`src/hdl/pvs_pkg.sv`:
```
// ----------------------------------------------------------------------------
// pvs_pkg
// Shared widths, constants and types of the variance / standard deviation core.
// ----------------------------------------------------------------------------
package pvs_pkg;

  // Set length limit and sample width
  localparam int unsigned MaxSamples = 1024;
  localparam int unsigned SampleW    = 16;

  // Accumulator widths
  localparam int unsigned CntW = 11;  // holds MaxSamples itself
  localparam int unsigned SumW = 27;  // signed running sum
  localparam int unsigned SqW  = 41;  // running sum of squares
  localparam int unsigned MagW = SumW - 1;

  // Back-end arithmetic widths
  localparam int unsigned FracW  = 8;               // fraction bits of the results
  localparam int unsigned ProdW  = CntW + SqW;      // N*S2
  localparam int unsigned DW     = 51;              // N*S2 - S1^2, never negative
  localparam int unsigned DivInW = DW + 2 * FracW;  // D << 16
  localparam int unsigned NnW    = 2 * CntW;        // N*N and the partial remainder
  localparam int unsigned QuotW  = 47;              // floor(65536*D/N^2), odd width
  localparam int unsigned VarW   = QuotW - FracW;
  localparam int unsigned StdW   = 24;
  localparam int unsigned ItW    = 7;               // counts division steps

  // Set totals handed from the front end to the back end
  typedef struct packed {
    logic [CntW-1:0]        count;
    logic signed [SumW-1:0] sum;
    logic [SqW-1:0]         sq_sum;
    logic                   overflow;
  } set_sums_t;

  // Queue status seen by both sides
  typedef struct packed {
    logic full;
    logic empty;
  } queue_stat_t;

endpackage

```
`src/hdl/pvs_if.sv`:
```
// ----------------------------------------------------------------------------
// pvs_if
// Valid/ready channels for sample words and result words.
// ----------------------------------------------------------------------------

// Sample channel
interface pvs_in_if;
  logic                                valid;
  logic                                ready;
  logic signed [pvs_pkg::SampleW-1:0]  sample;
  logic                                last_sample;

  modport source (output valid, sample, last_sample, input ready);
  modport sink   (input valid, sample, last_sample, output ready);
endinterface

// Result channel
interface pvs_out_if;
  logic                        valid;
  logic                        ready;
  logic [pvs_pkg::VarW-1:0]    variance_scaled;
  logic [pvs_pkg::StdW-1:0]    std_dev_scaled;
  logic [pvs_pkg::CntW-1:0]    sample_count;
  logic                        too_many;

  modport source (output valid, variance_scaled, std_dev_scaled, sample_count, too_many,
                  input ready);
  modport sink   (input valid, variance_scaled, std_dev_scaled, sample_count, too_many,
                  output ready);
endinterface

```
`src/hdl/pvs_front.sv`:
```
// ----------------------------------------------------------------------------
// pvs_front
// Accumulates count, sum and sum of squares of one set; hands totals on at the
// last sample.
// ----------------------------------------------------------------------------
module pvs_front (
  input  logic                clk_i,
  input  logic                rst_ni,
  pvs_in_if.sink              in_i,
  input  pvs_pkg::queue_stat_t q_stat_i,
  output logic                push_o,
  output pvs_pkg::set_sums_t  push_data_o
);
  import pvs_pkg::*;

  logic [CntW-1:0]              cnt_q, cnt_d;
  logic signed [SumW-1:0]       sum_q, sum_d;
  logic [SqW-1:0]               sq_q, sq_d;
  logic                         ovf_q, ovf_d;
  logic signed [2*SampleW-1:0]  sq_s;
  logic                         accept;
  logic                         room;

  // Take a word whenever the queue can hold a finished set
  assign in_i.ready = ~q_stat_i.full;
  assign accept     = in_i.valid & in_i.ready;

  // Samples past the limit are dropped and flagged
  assign room = (cnt_q < CntW'(MaxSamples));
  assign sq_s = in_i.sample * in_i.sample;

  always_comb begin
    cnt_d = cnt_q;
    sum_d = sum_q;
    sq_d  = sq_q;
    ovf_d = ovf_q;
    if (room) begin
      cnt_d = cnt_q + CntW'(1);
      sum_d = sum_q + SumW'(in_i.sample);
      sq_d  = sq_q + SqW'(unsigned'(sq_s));
    end else begin
      ovf_d = 1'b1;
    end
  end

  // Totals including the closing sample
  assign push_o      = accept & in_i.last_sample;
  assign push_data_o = '{count: cnt_d, sum: sum_d, sq_sum: sq_d, overflow: ovf_d};

  always_ff @(posedge clk_i or negedge rst_ni) begin
    if (!rst_ni) begin
      cnt_q <= '0;
      sum_q <= '0;
      sq_q  <= '0;
      ovf_q <= 1'b0;
    end else if (accept) begin
      if (in_i.last_sample) begin
        cnt_q <= '0;
        sum_q <= '0;
        sq_q  <= '0;
        ovf_q <= 1'b0;
      end else begin
        cnt_q <= cnt_d;
        sum_q <= sum_d;
        sq_q  <= sq_d;
        ovf_q <= ovf_d;
      end
    end
  end

  // Count never passes the limit
  a_cnt_limit: assert property (@(posedge clk_i) disable iff (!rst_ni)
    cnt_q <= CntW'(MaxSamples))
    else $error("sample count above limit");

  // A dropped sample always leaves the overflow flag set
  a_ovf_set: assert property (@(posedge clk_i) disable iff (!rst_ni)
    (accept && !room && !in_i.last_sample) |=> ovf_q)
    else $error("dropped sample not flagged");

endmodule

```
`src/hdl/pvs_queue.sv`:
```
// ----------------------------------------------------------------------------
// pvs_queue
// Two-entry queue of set totals between the front and back ends.
// ----------------------------------------------------------------------------
module pvs_queue (
  input  logic                 clk_i,
  input  logic                 rst_ni,
  input  logic                 push_i,
  input  pvs_pkg::set_sums_t   push_data_i,
  input  logic                 pop_i,
  output pvs_pkg::set_sums_t   pop_data_o,
  output pvs_pkg::queue_stat_t stat_o
);
  import pvs_pkg::*;

  set_sums_t  mem_q [2];
  logic       wr_q;
  logic       rd_q;
  logic [1:0] fill_q;

  assign stat_o.full  = (fill_q == 2'd2);
  assign stat_o.empty = (fill_q == 2'd0);
  assign pop_data_o   = mem_q[rd_q];

  // Storage
  always_ff @(posedge clk_i) begin
    if (push_i) begin
      mem_q[wr_q] <= push_data_i;
    end
  end

  // Pointers and fill level
  always_ff @(posedge clk_i or negedge rst_ni) begin
    if (!rst_ni) begin
      wr_q   <= 1'b0;
      rd_q   <= 1'b0;
      fill_q <= 2'd0;
    end else begin
      if (push_i) begin
        wr_q <= ~wr_q;
      end
      if (pop_i) begin
        rd_q <= ~rd_q;
      end
      case ({push_i, pop_i})
        2'b10:   fill_q <= fill_q + 2'd1;
        2'b01:   fill_q <= fill_q - 2'd1;
        default: fill_q <= fill_q;
      endcase
    end
  end

  a_no_overrun: assert property (@(posedge clk_i) disable iff (!rst_ni)
    push_i |-> (fill_q != 2'd2 || pop_i))
    else $error("push into full queue");

  a_no_underrun: assert property (@(posedge clk_i) disable iff (!rst_ni)
    pop_i |-> fill_q != 2'd0)
    else $error("pop from empty queue");

endmodule

```
`src/hdl/pvs_back.sv`:
```
// ----------------------------------------------------------------------------
// pvs_back
// Per-set arithmetic: D = N*S2 - S1^2, bit-serial divide by N^2, bit-serial
// square root, result register.
// ----------------------------------------------------------------------------
module pvs_back (
  input  logic                 clk_i,
  input  logic                 rst_ni,
  input  pvs_pkg::set_sums_t   pop_data_i,
  input  pvs_pkg::queue_stat_t q_stat_i,
  output logic                 pop_o,
  pvs_out_if.source            out_o
);
  import pvs_pkg::*;

  typedef enum logic [2:0] {
    ST_IDLE,
    ST_MUL,
    ST_SUB,
    ST_DIV,
    ST_SQRT,
    ST_DONE
  } state_e;

  state_e              state_q;
  set_sums_t           set_q;
  logic [ProdW-1:0]    p1_q;
  logic [2*MagW-1:0]   p2_q;
  logic [NnW-1:0]      nn_q;
  logic [DivInW-1:0]   div_q;
  logic [NnW-1:0]      rem_q;
  logic [QuotW-1:0]    quo_q;
  logic [ItW-1:0]      it_q;
  logic [QuotW-1:0]    x_q;
  logic [QuotW:0]      res_q;
  logic [QuotW-1:0]    bit_q;
  logic                out_vld_q;
  logic [VarW-1:0]     var_q;
  logic [StdW-1:0]     std_q;
  logic [CntW-1:0]     cnt_out_q;
  logic                ovf_out_q;

  logic [SumW-1:0]     abs_sum;
  logic [NnW-1:0]      trial;
  logic                div_ge;
  logic [NnW-1:0]      rem_d;
  logic [QuotW-1:0]    quo_d;
  logic [QuotW:0]      sq_try;
  logic                sq_ge;
  logic                out_free;

  // |S1|
  assign abs_sum = set_q.sum[SumW-1] ? SumW'(-set_q.sum) : SumW'(set_q.sum);

  // One restoring division step
  assign trial  = {rem_q[NnW-2:0], div_q[DivInW-1]};
  assign div_ge = (trial >= nn_q);
  assign rem_d  = div_ge ? (trial - nn_q) : trial;
  assign quo_d  = {quo_q[QuotW-2:0], div_ge};

  // One square-root step
  assign sq_try = res_q + {1'b0, bit_q};
  assign sq_ge  = ({1'b0, x_q} >= sq_try);

  assign pop_o    = (state_q == ST_IDLE) & ~q_stat_i.empty;
  assign out_free = ~out_vld_q | out_o.ready;

  // Result word
  assign out_o.valid           = out_vld_q;
  assign out_o.variance_scaled = var_q;
  assign out_o.std_dev_scaled  = std_q;
  assign out_o.sample_count    = cnt_out_q;
  assign out_o.too_many        = ovf_out_q;

  always_ff @(posedge clk_i or negedge rst_ni) begin
    if (!rst_ni) begin
      state_q   <= ST_IDLE;
      set_q     <= '0;
      p1_q      <= '0;
      p2_q      <= '0;
      nn_q      <= '0;
      div_q     <= '0;
      rem_q     <= '0;
      quo_q     <= '0;
      it_q      <= '0;
      x_q       <= '0;
      res_q     <= '0;
      bit_q     <= '0;
      out_vld_q <= 1'b0;
      var_q     <= '0;
      std_q     <= '0;
      cnt_out_q <= '0;
      ovf_out_q <= 1'b0;
    end else begin
      // new word loaded, or word taken by the receiver
      if (state_q == ST_DONE && out_free) begin
        out_vld_q <= 1'b1;
      end else if (out_vld_q && out_o.ready) begin
        out_vld_q <= 1'b0;
      end
      unique case (state_q)
        ST_IDLE: begin
          if (pop_o) begin
            set_q   <= pop_data_i;
            state_q <= ST_MUL;
          end
        end
        ST_MUL: begin
          p1_q    <= set_q.count * set_q.sq_sum;
          p2_q    <= abs_sum[MagW-1:0] * abs_sum[MagW-1:0];
          nn_q    <= set_q.count * set_q.count;
          state_q <= ST_SUB;
        end
        ST_SUB: begin
          div_q   <= {DW'(p1_q - ProdW'(p2_q)), {(2*FracW){1'b0}}};
          rem_q   <= '0;
          quo_q   <= '0;
          it_q    <= '0;
          state_q <= ST_DIV;
        end
        ST_DIV: begin
          div_q <= {div_q[DivInW-2:0], 1'b0};
          rem_q <= rem_d;
          quo_q <= quo_d;
          it_q  <= it_q + ItW'(1);
          if (it_q == ItW'(DivInW - 1)) begin
            x_q     <= quo_d;
            res_q   <= '0;
            bit_q   <= {1'b1, {(QuotW-1){1'b0}}};
            state_q <= ST_SQRT;
          end
        end
        ST_SQRT: begin
          if (sq_ge) begin
            x_q   <= x_q - sq_try[QuotW-1:0];
            res_q <= (res_q >> 1) + {1'b0, bit_q};
          end else begin
            res_q <= res_q >> 1;
          end
          bit_q <= bit_q >> 2;
          if (bit_q[0]) begin
            state_q <= ST_DONE;
          end
        end
        ST_DONE: begin
          if (out_free) begin
            var_q     <= quo_q[QuotW-1:FracW];
            std_q     <= res_q[StdW-1:0];
            cnt_out_q <= set_q.count;
            ovf_out_q <= set_q.overflow;
            state_q   <= ST_IDLE;
          end
        end
        default: state_q <= ST_IDLE;
      endcase
    end
  end

  // Partial remainder stays below the divisor
  a_rem_bound: assert property (@(posedge clk_i) disable iff (!rst_ni)
    (state_q == ST_DIV && it_q != '0) |-> rem_q < nn_q)
    else $error("division remainder out of range");

  // A set always holds at least one sample
  a_cnt_nonzero: assert property (@(posedge clk_i) disable iff (!rst_ni)
    out_vld_q |-> cnt_out_q != '0)
    else $error("result with empty set");

  // A popped set starts the multiply step
  a_pop_mul: assert property (@(posedge clk_i) disable iff (!rst_ni)
    pop_o |=> state_q == ST_MUL)
    else $error("pop without start");

endmodule

```
`src/hdl/population_variance_stddev_core.sv`:
```
// ----------------------------------------------------------------------------
// population_variance_stddev_core
// Population variance and standard deviation of sets of signed samples.
// ----------------------------------------------------------------------------
// Usage:
//   sample_i carries one signed 16-bit sample per word; last_sample closes the
//   set. result_o gives one word per set: variance and standard deviation,
//   both with 8 fraction bits and rounded down, the sample count and a flag
//   for samples dropped past 1024 in the set.
//   The front end takes one sample word per cycle. At a closing sample the
//   set totals go into a two-entry queue; sample_i.ready drops only while that
//   queue is full.
//   The back end works on one set at a time: pop, a multiply step, a
//   subtract step, one-bit division by N^2, one-bit square root and a
//   load of the result register, then it pops the next set. Short sets are
//   limited by this divide and root sequence.
//   When the receiver stalls, the result register holds its word; the back
//   end finishes the next set and waits, and the queue then backs up into
//   the sample channel.
//   Reset clears the accumulators, the queue and the result register.
// ----------------------------------------------------------------------------
module population_variance_stddev_core (
  input  logic      clk_i,
  input  logic      rst_ni,
  pvs_in_if.sink    sample_i,
  pvs_out_if.source result_o
);
  import pvs_pkg::*;

  logic        push;
  logic        pop;
  set_sums_t   push_data;
  set_sums_t   pop_data;
  queue_stat_t q_stat;

  pvs_front u_front (
    .clk_i       (clk_i),
    .rst_ni      (rst_ni),
    .in_i        (sample_i),
    .q_stat_i    (q_stat),
    .push_o      (push),
    .push_data_o (push_data)
  );

  pvs_queue u_queue (
    .clk_i       (clk_i),
    .rst_ni      (rst_ni),
    .push_i      (push),
    .push_data_i (push_data),
    .pop_i       (pop),
    .pop_data_o  (pop_data),
    .stat_o      (q_stat)
  );

  pvs_back u_back (
    .clk_i      (clk_i),
    .rst_ni     (rst_ni),
    .pop_data_i (pop_data),
    .q_stat_i   (q_stat),
    .pop_o      (pop),
    .out_o      (result_o)
  );

endmodule

```
`src/flat_wrapper.sv`:
```
// flat-port wrapper written by rule: the top's interface ports become plain ports
module population_variance_stddev_core_flat import pvs_pkg::*;
  (clk_i, rst_ni, sample_i_valid, sample_i_sample, sample_i_last_sample, sample_i_ready, result_o_valid, result_o_variance_scaled, result_o_std_dev_scaled, result_o_sample_count, result_o_too_many, result_o_ready);
  pvs_in_if sample_i_i ();
  pvs_out_if result_o_i ();
  input  logic clk_i;
  input  logic rst_ni;
  input wire logic [$bits(sample_i_i.valid)-1:0] sample_i_valid;
  input wire logic [$bits(sample_i_i.sample)-1:0] sample_i_sample;
  input wire logic [$bits(sample_i_i.last_sample)-1:0] sample_i_last_sample;
  output wire logic [$bits(sample_i_i.ready)-1:0] sample_i_ready;
  output wire logic [$bits(result_o_i.valid)-1:0] result_o_valid;
  output wire logic [$bits(result_o_i.variance_scaled)-1:0] result_o_variance_scaled;
  output wire logic [$bits(result_o_i.std_dev_scaled)-1:0] result_o_std_dev_scaled;
  output wire logic [$bits(result_o_i.sample_count)-1:0] result_o_sample_count;
  output wire logic [$bits(result_o_i.too_many)-1:0] result_o_too_many;
  input wire logic [$bits(result_o_i.ready)-1:0] result_o_ready;
  assign sample_i_i.valid = sample_i_valid;
  assign sample_i_i.sample = sample_i_sample;
  assign sample_i_i.last_sample = sample_i_last_sample;
  assign sample_i_ready = sample_i_i.ready;
  assign result_o_valid = result_o_i.valid;
  assign result_o_variance_scaled = result_o_i.variance_scaled;
  assign result_o_std_dev_scaled = result_o_i.std_dev_scaled;
  assign result_o_sample_count = result_o_i.sample_count;
  assign result_o_too_many = result_o_i.too_many;
  assign result_o_i.ready = result_o_ready;
  population_variance_stddev_core u_core (.clk_i(clk_i), .rst_ni(rst_ni), .sample_i(sample_i_i), .result_o(result_o_i));
endmodule
```
`config.mk`:
```
export PLATFORM = sky130hd
export DESIGN_NAME = population_variance_stddev_core_flat
export DESIGN_NICKNAME = d
export VERILOG_FILES = /design/src/hdl/pvs_pkg.sv /design/src/hdl/pvs_if.sv /design/src/hdl/pvs_front.sv /design/src/hdl/pvs_queue.sv /design/src/hdl/pvs_back.sv /design/src/hdl/population_variance_stddev_core.sv /design/src/flat_wrapper.sv
export SDC_FILE = /design/constraint.sdc
export NUM_CORES = 2
export LEC_CHECK = 0
export ABC_AREA = 1
export BUFFER_PORTS_ARGS = -buffer_cell sky130_fd_sc_hd__buf_2
export CAP_MARGIN = 20
export CORE_MARGIN = 2
export CORE_UTILIZATION = 40
export CTS_CLUSTER_DIAMETER = 40
export DETAILED_ROUTE_END_ITERATION = 7
export GPL_TIMING_DRIVEN = 0
export HOLD_SLACK_MARGIN = 0.03
export MAX_ROUTING_LAYER = met4
export SLEW_MARGIN = 20
export SYNTH_ARGS = -nofsm -noshare
export SYNTH_HDL_FRONTEND = slang
export SYNTH_HIERARCHICAL = 1
export SYNTH_SLANG_ARGS = --single-unit
export TNS_END_PERCENT = 10
```
`constraint.sdc`:
```
create_clock -name clk_i -period 9.12 [get_ports clk_i]
set_input_delay 1.824 -clock clk_i [delete_from_list [all_inputs] [get_ports clk_i]]
set_output_delay 1.824 -clock clk_i [all_outputs]
set_load 0.02 [all_outputs]
```
==> reports/qor.yml <==
outcome: "finished clean"
required_ns: 9.75
clk-insertion-delay-late_ns: 0.76
die_area_um2: 238300
maxCapViolCount: 0
core_um2: 232800
synth_ff_type: "dfrtp_1"
skew_ns: 0.07412
grt_max_degree: 92
ant_nets: 0
cp-end-kind: "register"
die_h_um: 488.2
initial_core_util: 0.4029
finalCritPeriodShare: 0.9662
slew_headroom: 0.1795
drt_iter0_drc: 5861
fin_crit_ns: 8.811
grt_pass1_wl_mm: 473.1
die_w_um: 488.2
ctsHoldBuffers: 0
worstSetupPathType: "register to register"
synth_edf_count: 160
ios: 98
wl_met2_mm: 139.4
hp-class: "register to register"
rsz0062_at_grt: "true"
synth_cell_type_count: 64
cp-start-kind: "register"
tightest_slew_ns: 1.231
fp-row-count: 177
critPathArrivalTime_ns: 9.44
dr.pass1.iters: 6
cts_sinks: 770
routed-via-count: 79300
avgSynthCellArea_um2: 7.703
grt.overflow.total: 0
setup_viol: 0
syn_to_final_growth_pct: 9.823
cts_buffers: 105
clockBufferDepth: 3
wl_met1_mm: 131.6
timing.critical_path.max_delay_family: "adder cells"
layout_commonest_cell: "nand2_1"
max_stage_delay_ns: 0.59
fin_nets: 14240
crit_top_cell: "fa_1"
antenna_found_initial: 12
grt_pass1_vias: 80190
yosysWarnings: 6
hold_violations: 0
hpwl_mm: 253.7
drc: 0
cts_tree: "built"
final_max_slew_viol_count: 0
synth-seq-cells: 770
wl_met3_mm: 18.32
grt_usage: 0.2662
async_flop_share: 0.7922
cp_max_fo: 19
postLayoutCoreUtil: 0.4425
crit_buf_inv: 8
layout-drive-gt1-share: 0.05339
synthCells: 12170
final_cell_mix: "nand2_1 (2,959), inv_1 (2,579), fa_1 (1,172), nor2_1 (796), o21ai_0 (690)"
totalWireLength_mm: 304.9
routedWlPerCell_um: 19.50
cts_root_buf: "clkbuf_16"
crit_path_top_delay_cell: "fa_1"
ys_seq_area_frac: 0.2140
clk_pin_slew_worst_paths_ns: 0.07
via_per_inst: 5.073
port_buffers: 97
timing.fmax_mhz: 113.5
gp_congestion: 0.9923
syn_nets: 14010
synth_area_um2: 93780
h-tree-depth: 3
topRoutingLayerUsed: "met4"
cells in the mapped netlist, types with 18 or more instances:
library cell,number,area (µm²)
a21o_1,45,337.8
a21oi_1,496,2482
a31oi_1,56,350.3
buf_1,20,75.07
buf_2,34,170.2
clkbuf_1,310,1164
dfrtp_1,610,15260
edfxtp_1,160,4805
fa_1,1173,23480
ha_1,646,8083
inv_1,2586,9707
nand2_1,2965,11130
nand2_2,20,125.1
nand3_1,546,2733
nand4_1,73,456.7
nor2_1,819,3074
nor3_1,76,380.4
nor4_1,31,193.9
o211ai_1,37,277.8
o21a_1,30,225.2
o21ai_0,694,3473
o21ai_1,38,190.2
o21bai_1,45,337.8
o221ai_1,18,157.7
o22ai_1,92,575.6
or2_2,79,494.2
xnor2_1,120,1051
xor2_1,150,1314
through the flow:
stage | setup TNS [ns] | hold WS (ns) | instance area [µm²] | instances | setup slack, ns
finish | 0 | 0.4804 | 103000 | 15630 | 0.3087
CTS | 0 | 0.4816 | 102700 | 15620 | 0.006271
floorplan | 0 | 0.4419 | 93780 | 12170 | 0.7791
global route | -0.06478 | 0.4995 | 103000 | 15630 | -0.03587
detailed placement | -121.77 | 0.4684 | 98610 | 15420 | -2.122
global placement | -4681.32 | 0.4650 | 98180 | 15400 | -7.639
final cells by class:
cell class                      instances  area [µm²]
Inverter                             2613        9848
Sequential cell                       770       20070
Timing Repair Buffer                  132        1017
Clock buffer                          114        2723
Multi-Input combinational cell       8401       62530
Antenna cell                            8       20.02
Clock inverter                         86        1120
Buffer                                377        1743
Fill cell                           23820      129800
Tap cell                             3132        3919
state kept, by name (all words and copies together) (netlist names), 11 cells and up:
register                             flops
u_core/u_back/p2_q                      50
u_core/u_back/p1_q                      51
u_core/u_back/out_o.sample_count        11
u_core/u_back/out_o.variance_scaled     39
u_core/u_front/sq_q                     41
u_core/u_back/rem_q                     21
u_core/u_back/quo_q                     47
u_core/u_front/sum_q                    27
u_core/u_back/nn_q                      21
u_core/u_queue/mem_q                   160
u_core/u_back/bit_q                     24
u_core/u_front/cnt_q                    11
u_core/u_back/out_o.std_dev_scaled      24
u_core/u_back/div_q                     51
u_core/u_back/res_q                     48
u_core/u_back/x_q                       47
u_core/u_back/set_q                     80
timing repair:
item                                    CTS  global route
gates resized for setup                  59           122
buffers inserted                          7            11
cloned                                    0             0
endpoints found under the setup margin   87            80
pin swaps                                 1             2
cells by family (layout without fill, tap and decap cells):
kind of cell,Yosys count,count (layout),synth area share
compound gates,1639,1639,0.09753
xor+xnor,275,275,0.02632
fa+ha+maj,1819,1819,0.3366
buf+inv,3003,3322,0.1224
flops,770,770,0.2140
mux,6,6,0.0007204
other cells,0,8,0
simple gates,4662,4662,0.2024
final timing paths:
kind / end / from / cells after the start / slack [ns]
min in group asynchronous: u_core/u_back/out_o.sample_count[8] / rst_ni / 2 / 1.08
hold / removal: u_core/u_back/x_q[19] / u_core/u_back/x_q[19] / 2 / 0.48
max in group asynchronous: u_core/u_back/res_q[40] / rst_ni / 6 / 6.11
setup / recovery: u_core/u_back/p2_q[43] / u_core/u_back/set_q[42] / 36 / 0.31
hold reg to reg: u_core/u_back/x_q[19] / u_core/u_back/x_q[19] / 2 / 0.48
setup reg to reg: u_core/u_back/p2_q[43] / u_core/u_back/set_q[42] / 36 / 0.31
worst reg2reg max path: cells and delay by family (launching register included):
kind                       cells  cell delay (ns)
adders and majority gates      9             4.40
and+or+nand+nor               13             1.97
buffers and inverters          8             0.80
AOI/OAI and AO/OA              5             0.80
DFF                            1             0.51
xor gates and xnor gates       1             0.21
layer usage:
layer  vias to the layer above  GRT usage
li1                      38000          -
met1                     38300     0.3463
met2                      2413     0.4191
met3                       586    0.03204
met4                         0     0.1150
met5                         -          -
Power is not shown: default switching activity piles up to over one toggle a cycle in this logic, so the estimate is an artifact.
